`config.mk`:
```
export PLATFORM = sky130hd
export DESIGN_NAME = ps2_mouse_cursor_tracker
export DESIGN_NICKNAME = d
export VERILOG_FILES = /design/src/rtl/ps2mct_pkg.sv /design/src/rtl/ps2mct_axis_clamp.sv /design/src/rtl/ps2_mouse_cursor_tracker.sv
export SDC_FILE = /design/constraint.sdc
export NUM_CORES = 1
export LEC_CHECK = 0
export BUFFER_PORTS_ARGS = -buffer_cell sky130_fd_sc_hd__buf_2
export CAP_MARGIN = 20
export CELL_PAD_IN_SITES_DETAIL_PLACEMENT = 0
export CELL_PAD_IN_SITES_GLOBAL_PLACEMENT = 1
export CORE_AREA = 2 2 134 136
export DETAILED_ROUTE_END_ITERATION = 12
export DIE_AREA = 0 0 136 138
export PLACE_DENSITY = 0.85
export SYNTH_ARGS = -nofsm -noshare
export SYNTH_HDL_FRONTEND = slang
export SYNTH_SLANG_ARGS = --single-unit
```
`constraint.sdc`:
```
create_clock -name clk_i -period 3.91 [get_ports clk_i]
set_input_delay 0.391 -clock clk_i [delete_from_list [all_inputs] [get_ports clk_i]]
set_output_delay 0.391 -clock clk_i [all_outputs]
set_load 0.05 [all_outputs]
```
`src/rtl/ps2mct_pkg.sv`:
```
// ----------------------------------------------------------------------------
// ps2mct_pkg
// Shared types and constants of the PS/2 mouse cursor tracker.
// ----------------------------------------------------------------------------
package ps2mct_pkg;

  // Default coordinate width and the fixed widths of the interface fields.
  localparam int unsigned CoordBitsDefault = 12;
  localparam int unsigned ByteW            = 8;
  localparam int unsigned SizeW            = 13;
  localparam int unsigned OutCoordW        = 12;
  localparam int unsigned ButtonW          = 3;
  localparam int unsigned CfgIndexW        = 1;
  localparam int unsigned DeltaW           = 10;

  // Register indexes of the configuration port.
  localparam logic [CfgIndexW-1:0] RegScreenWidth  = 1'd0;
  localparam logic [CfgIndexW-1:0] RegScreenHeight = 1'd1;

  // Register reset values.
  localparam logic [SizeW-1:0] ScreenWidthReset  = 13'd1024;
  localparam logic [SizeW-1:0] ScreenHeightReset = 13'd768;
  localparam int unsigned      CursorColReset    = 512;
  localparam int unsigned      CursorRowReset    = 384;

  // Bit positions in the status and header bytes.
  localparam int unsigned StatusReadyBit = 0;
  localparam int unsigned StatusAuxBit   = 5;
  localparam int unsigned HeaderSyncBit  = 3;
  localparam int unsigned HeaderXSignBit = 4;
  localparam int unsigned HeaderYSignBit = 5;

  // Packet phase. The fourth code is never entered and acts as the header phase.
  typedef enum logic [1:0] {
    PhHeader = 2'd0,
    PhXData  = 2'd1,
    PhYData  = 2'd2
  } phase_e;

endpackage

```
`src/rtl/ps2mct_axis_clamp.sv`:
```
// ----------------------------------------------------------------------------
// ps2mct_axis_clamp
// Adds a signed delta to one cursor coordinate and clamps to 0..size-1.
// ----------------------------------------------------------------------------
module ps2mct_axis_clamp #(
  parameter int unsigned CoordBits = ps2mct_pkg::CoordBitsDefault
) (
  input  logic [CoordBits-1:0]              pos_i,
  input  logic signed [ps2mct_pkg::DeltaW-1:0] delta_i,
  input  logic [ps2mct_pkg::SizeW-1:0]      size_i,
  output logic [CoordBits-1:0]              pos_o
);

  // Wide enough for the size, the largest bound and the sum, with a sign bit.
  localparam int unsigned MagW =
      (CoordBits > ps2mct_pkg::SizeW) ? CoordBits : ps2mct_pkg::SizeW;
  localparam int unsigned SumW = MagW + 3;

  logic signed [SumW-1:0] sum;
  logic signed [SumW-1:0] bound;
  logic signed [SumW-1:0] max_bound;
  logic signed [SumW-1:0] size_ext;

  always_comb begin
    max_bound = SumW'(1) << CoordBits;
    size_ext  = signed'(SumW'(size_i));
    sum       = signed'(SumW'(pos_i)) + SumW'(delta_i);
    // A zero size behaves as one; a size past the coordinate range saturates.
    priority if (size_ext == '0) begin
      bound = SumW'(1);
    end else if (size_ext > max_bound) begin
      bound = max_bound;
    end else begin
      bound = size_ext;
    end
    priority if (sum < 0) begin
      pos_o = '0;
    end else if (sum >= bound) begin
      pos_o = CoordBits'(bound - SumW'(1));
    end else begin
      pos_o = CoordBits'(sum);
    end
  end

endmodule

```
`src/rtl/ps2_mouse_cursor_tracker.sv`:
```
// ----------------------------------------------------------------------------
// ps2_mouse_cursor_tracker
// Assembles three-byte PS/2 mouse packets and tracks a clamped cursor.
// ----------------------------------------------------------------------------
// Output: a result is registered into the output register, or into the skid
// entry if a stalled word waits there, as its third byte is taken.
// Throughput: one byte per cycle unless stalled. A two-entry output buffer
// lets bytes flow while one word waits; input stalls only when both are full.
// Reset: cursor at 512/384 (masked to the coordinate width), phase at
// header, screen 1024 x 768, output empty.
module ps2_mouse_cursor_tracker #(
  parameter int unsigned CoordBits = ps2mct_pkg::CoordBitsDefault
) (
  input  logic                                 clk_i,
  input  logic                                 rst_ni,
  input  logic                                 in_valid_i,
  output logic                                 in_stall_o,
  input  logic [ps2mct_pkg::ByteW-1:0]         port_status_i,
  input  logic [ps2mct_pkg::ByteW-1:0]         port_data_i,
  output logic                                 out_valid_o,
  input  logic                                 out_stall_i,
  output logic [ps2mct_pkg::OutCoordW-1:0]     cursor_x_o,
  output logic [ps2mct_pkg::OutCoordW-1:0]     cursor_y_o,
  output logic [ps2mct_pkg::ButtonW-1:0]       button_bits_o,
  input  logic                                 cfg_we_i,
  input  logic [ps2mct_pkg::CfgIndexW-1:0]     cfg_index_i,
  input  logic [ps2mct_pkg::SizeW-1:0]         cfg_data_i
);

  typedef struct packed {
    logic [ps2mct_pkg::OutCoordW-1:0] x;
    logic [ps2mct_pkg::OutCoordW-1:0] y;
    logic [ps2mct_pkg::ButtonW-1:0]   buttons;
  } result_t;

  logic [ps2mct_pkg::SizeW-1:0] width_q, height_q;
  ps2mct_pkg::phase_e           phase_q, phase_d;
  logic [ps2mct_pkg::ByteW-1:0] header_q, header_d;
  logic [ps2mct_pkg::ByteW-1:0] xbyte_q, xbyte_d;
  logic [CoordBits-1:0]         col_q, col_d, col_new;
  logic [CoordBits-1:0]         row_q, row_d, row_new;

  logic                         accept;
  logic                         byte_ok;
  logic                         res_valid;
  result_t                      res;
  logic signed [ps2mct_pkg::DeltaW-1:0] dx, neg_dy;

  logic    out_valid_q, skid_valid_q;
  result_t out_q, skid_q;
  logic    out_fire;

  assign accept  = in_valid_i && !in_stall_o;
  assign byte_ok = accept && port_status_i[ps2mct_pkg::StatusReadyBit]
                          && port_status_i[ps2mct_pkg::StatusAuxBit];

  // Nine-bit deltas take their sign from the header only.
  assign dx     = ps2mct_pkg::DeltaW'(signed'({header_q[ps2mct_pkg::HeaderXSignBit],
                                               xbyte_q}));
  assign neg_dy = -ps2mct_pkg::DeltaW'(signed'({header_q[ps2mct_pkg::HeaderYSignBit],
                                                port_data_i}));

  ps2mct_axis_clamp #(.CoordBits(CoordBits)) u_clamp_x (
    .pos_i  (col_q),
    .delta_i(dx),
    .size_i (width_q),
    .pos_o  (col_new)
  );

  ps2mct_axis_clamp #(.CoordBits(CoordBits)) u_clamp_y (
    .pos_i  (row_q),
    .delta_i(neg_dy),
    .size_i (height_q),
    .pos_o  (row_new)
  );

  always_comb begin
    phase_d   = phase_q;
    header_d  = header_q;
    xbyte_d   = xbyte_q;
    col_d     = col_q;
    row_d     = row_q;
    res_valid = 1'b0;
    if (byte_ok) begin
      unique case (phase_q)
        ps2mct_pkg::PhXData: begin
          xbyte_d = port_data_i;
          phase_d = ps2mct_pkg::PhYData;
        end
        ps2mct_pkg::PhYData: begin
          phase_d   = ps2mct_pkg::PhHeader;
          col_d     = col_new;
          row_d     = row_new;
          res_valid = 1'b1;
        end
        default: begin
          // A header without the sync bit is dropped so the stream can realign.
          phase_d = ps2mct_pkg::PhHeader;
          if (port_data_i[ps2mct_pkg::HeaderSyncBit]) begin
            header_d = port_data_i;
            phase_d  = ps2mct_pkg::PhXData;
          end
        end
      endcase
    end
    res.x       = ps2mct_pkg::OutCoordW'(col_new);
    res.y       = ps2mct_pkg::OutCoordW'(row_new);
    res.buttons = header_q[ps2mct_pkg::ButtonW-1:0];
  end

  always_ff @(posedge clk_i or negedge rst_ni) begin
    if (!rst_ni) begin
      width_q  <= ps2mct_pkg::ScreenWidthReset;
      height_q <= ps2mct_pkg::ScreenHeightReset;
      phase_q  <= ps2mct_pkg::PhHeader;
      header_q <= '0;
      xbyte_q  <= '0;
      col_q    <= CoordBits'(ps2mct_pkg::CursorColReset);
      row_q    <= CoordBits'(ps2mct_pkg::CursorRowReset);
    end else begin
      if (cfg_we_i) begin
        unique case (cfg_index_i)
          ps2mct_pkg::RegScreenWidth:  width_q  <= cfg_data_i;
          ps2mct_pkg::RegScreenHeight: height_q <= cfg_data_i;
          default: ;
        endcase
      end
      phase_q  <= phase_d;
      header_q <= header_d;
      xbyte_q  <= xbyte_d;
      col_q    <= col_d;
      row_q    <= row_d;
    end
  end

  // Output register with a skid entry behind it.
  assign out_fire   = out_valid_q && !out_stall_i;
  assign in_stall_o = skid_valid_q;

  always_ff @(posedge clk_i or negedge rst_ni) begin
    if (!rst_ni) begin
      out_valid_q  <= 1'b0;
      skid_valid_q <= 1'b0;
    end else begin
      if (skid_valid_q) begin
        if (out_fire) begin
          skid_valid_q <= 1'b0;
        end
      end else if (res_valid) begin
        if (out_valid_q && !out_fire) begin
          skid_valid_q <= 1'b1;
        end else begin
          out_valid_q <= 1'b1;
        end
      end else if (out_fire) begin
        out_valid_q <= 1'b0;
      end
    end
  end

  always_ff @(posedge clk_i) begin
    if (skid_valid_q) begin
      if (out_fire) begin
        out_q <= skid_q;
      end
    end else if (res_valid) begin
      if (out_valid_q && !out_fire) begin
        skid_q <= res;
      end else begin
        out_q <= res;
      end
    end
  end

  assign out_valid_o   = out_valid_q;
  assign cursor_x_o    = out_q.x;
  assign cursor_y_o    = out_q.y;
  assign button_bits_o = out_q.buttons;

endmodule

```
==> impl_metrics.env <==
export IMPL_critPathMaxFanout=3
export IMPL_drcViolationCount=0
export IMPL_die_area_sq_um=18800
export IMPL_setup_viol_count_final=44
export IMPL_rows=49
export IMPL_post_drt_via_cell_ratio=5.32
export IMPL_rsz0062_at_grt="yes"
export IMPL_antenna_found_initial=0
export IMPL_grt_pass1_vias=5705
export IMPL_path_delay_family="compound AO/OA/AOI/OAI gates"
export IMPL_nets=944
export IMPL_hold_slack_ps=93.4
export IMPL_crit_arrival_ps=4500
export IMPL_htreeDepth=4
export IMPL_finalWeightedCongestion=0.861
export IMPL_violations="negative setup slack"
export IMPL_slowest_delay_ps=430
export IMPL_slew_headroom_pct=41.0
export IMPL_period_minus_slack_ps=4220
export IMPL_dieHeight_um=138
export IMPL_drv_cap=0
export IMPL_synthesis_area_sq_um=7340
export IMPL_critPathLaunchType="flip-flop"
export IMPL_synthCells=716
export IMPL_cts_buffer_depth=2
export IMPL_cpMaxStageDelayCell="or3_1"
export IMPL_num_vias=5812
export IMPL_syn_nets=809
export IMPL_grt_start_max_net_pins=45
export IMPL_port_buffers=57
export IMPL_n_fill_cell=1525
export IMPL_routed_wl_um=18200
export IMPL_die_w_um=136
export IMPL_start_util_pct=41.9
export IMPL_yosysWarnings=0
export IMPL_boundaryPins=64
export IMPL_post_place_ws_ps=-450
export IMPL_slew_viol_final=0
export IMPL_firstDrtPassIters=5
export IMPL_synth_async_reset_ratio_pct=55.4
export IMPL_area_growth_pct=32.4
export IMPL_ant_nets=0
export IMPL_mostFrequentLayoutCells="nand2_1 (86), buf_4 (73), dfrtp_1 (61), buf_2 (57), edfxtp_1 (54)"
export IMPL_worst_path_buf_inv=2
export IMPL_drtIter0Drc=306
export IMPL_n_antenna_cell=0
export IMPL_tns_ps=-7580
export IMPL_grt_total_usage_pct=19.9
export IMPL_grt_pass1_wl_um=29200
export IMPL_finalWorstSetupSlack_ps=-312
export IMPL_holdBufCountCts=0
export IMPL_synth_edf_count=54
export IMPL_final_util_pct=55.5
export IMPL_overflow=0
export IMPL_cts_buffers=17
export IMPL_status="finished with violations"
export IMPL_path_cells="ha_2, fa_2, a211oi_2, o21bai_1, o21a_1, a21o_1, a21oi_2, nor4_1, or3_1, ha_4, o2111a_1, a221o_1, a31oi_2, buf_4, buf_6, a2111oi_4, or3_4, o21ai_2"
export IMPL_critPathRequiredTime_ps=4190
export IMPL_drive_above_1_share_pct=36.9
export IMPL_max_freq_ghz=0.237
export IMPL_layout_commonest_cell="nand2_1"
export IMPL_criticalPathCategory="reg2reg"
export IMPL_cts_clk_slew_worst_paths_ps=60
export IMPL_synth_ff_type="dfrtp_1"
export IMPL_endpoint_kind="flip-flop"
export IMPL_synth_seq_cells=121
export IMPL_cts_sinks=121
export IMPL_wl_per_cell_um=16.6
export IMPL_finalHoldViolations=0
export IMPL_core_area_sq_um=17500
export IMPL_period_share_pct=108
export IMPL_yosysUniqueCellTypes=68
export IMPL_clk_latency_ps=430
export IMPL_dpl_hpwl_um=12800
export IMPL_hold_path_class="in2async"
export IMPL_root_buffer="clkbuf_16"
export IMPL_ys_seq_area_share_pct=45.0
export IMPL_finClkSkew_ps=18.4
export IMPL_worstMarginPinSlew_ps=884
export IMPL_cts_tree="done"
export IMPL_avgSynthCellArea_sq_um=10.3
layout make-up:
type | instances | area, sq um | share of cell area [%]
inverters | 40 | 150 | 1.54
clock inverters | 14 | 198 | 2.03
well taps | 229 | 287 | 2.95
multi-input cells | 524 | 4290 | 44.2
repair buffers | 147 | 1050 | 10.8
flip-flops and latches | 121 | 3310 | 34.0
clock buffers | 18 | 439 | 4.52
worst paths after layout:
path / start / to / slack [ps] / cells past startpoint
hold / removal: rst_ni / row_q[10] / 90 / 1
max in group asynchronous: rst_ni / col_q[9] / 2850 / 2
min in group clk_i: cfg_data_i[12] / width_q[12] / 210 / 3
setup / recovery: xbyte_q[0] / cursor_x_o[3] / -310 / 18
hold reg to reg: row_q[8] / row_q[8] / 470 / 2
setup reg to reg: xbyte_q[0] / cursor_x_o[3] / -310 / 18
cell families after synthesis:
logic type	after synthesis	synth area share, %
and+or+nand+nor	204	13.0
AOI/OAI and AO/OA	184	17.0
DFF	121	45.0
buffers and inverters	71	3.99
adders and majority gates	58	10.1
muxes	51	7.70
xor gates and xnor gates	27	3.22
registers in the layout, indices dropped and copies added, names as in the netlist:
signal / count
width_q: 13
phase_q: 2
col_q: 12
skid_q: 27
xbyte_q: 8
in_stall_o: 1
row_q: 12
button_bits_o: 3
header_q: 5
height_q: 13
out_valid_o: 1
cursor_y_o: 12
cursor_x_o: 12
Yosys cell counts, types with 7 or more instances:
| library cell | count | area, sq um |
|---|---|---|
| nor2_1 | 44 | 165 |
| nand2b_1 | 7 | 43.8 |
| xor2_1 | 10 | 87.6 |
| o21ai_0 | 43 | 215 |
| nand2_1 | 87 | 327 |
| mux2_2 | 44 | 495 |
| a21oi_1 | 33 | 165 |
| clkbuf_1 | 19 | 71.3 |
| o21ai_1 | 7 | 35.0 |
| nand3_1 | 9 | 45.0 |
| xnor2_1 | 17 | 149 |
| ha_1 | 56 | 701 |
| o21a_1 | 9 | 67.6 |
| inv_1 | 38 | 143 |
| o31ai_1 | 26 | 195 |
| mux2i_1 | 7 | 70.1 |
| nor3_1 | 12 | 60.1 |
| nor2b_1 | 9 | 56.3 |
| a211oi_1 | 11 | 82.6 |
| dfrtp_1 | 61 | 1530 |
| edfxtp_1 | 54 | 1620 |
through the flow:
step           area, sq um  cells
2_1_floorplan         7360    716
3_3_place_gp          8390   1049
3_5_place_dp          8390   1049
4_1_cts               9270   1082
5_1_grt               9720   1093
6_report              9720   1093
worst register-to-register path: stages, from the launching register on:
cell and delay (ps):
dfrtp_1 390, ha_2 200, fa_2 360, a211oi_2 230, o21bai_1 130, o21a_1 200
a21o_1 170, a21oi_2 160, nor4_1 60, or3_1 430, ha_4 250, o2111a_1 150
a221o_1 330, a31oi_2 200, buf_4 190, buf_6 110, a2111oi_4 40, or3_4 390
o21ai_2 110
repair_timing:
action                                  in CTS  in global routing
setup buffers                                5                 14
endpoints found under the setup margin      71                 72
pin swaps                                   12                 32
resized for setup                           52                 75
routing by layer:
| layer | global-route usage [%] | vias up | share of wire [%] |
|---|---|---|---|
| met5 | 0 | - | 0 |
| met4 | 6.85 | 0 | 1.9 |
| met3 | 3.59 | 21 | 2.3 |
| met2 | 31.8 | 76 | 49 |
| met1 | 27.1 | 2820 | 47 |
| li1 | - | 2895 | - |
Power is left out: the tool's default activity adds up to more than one toggle a clock period on the data nets, which glitch-free logic cannot reach.
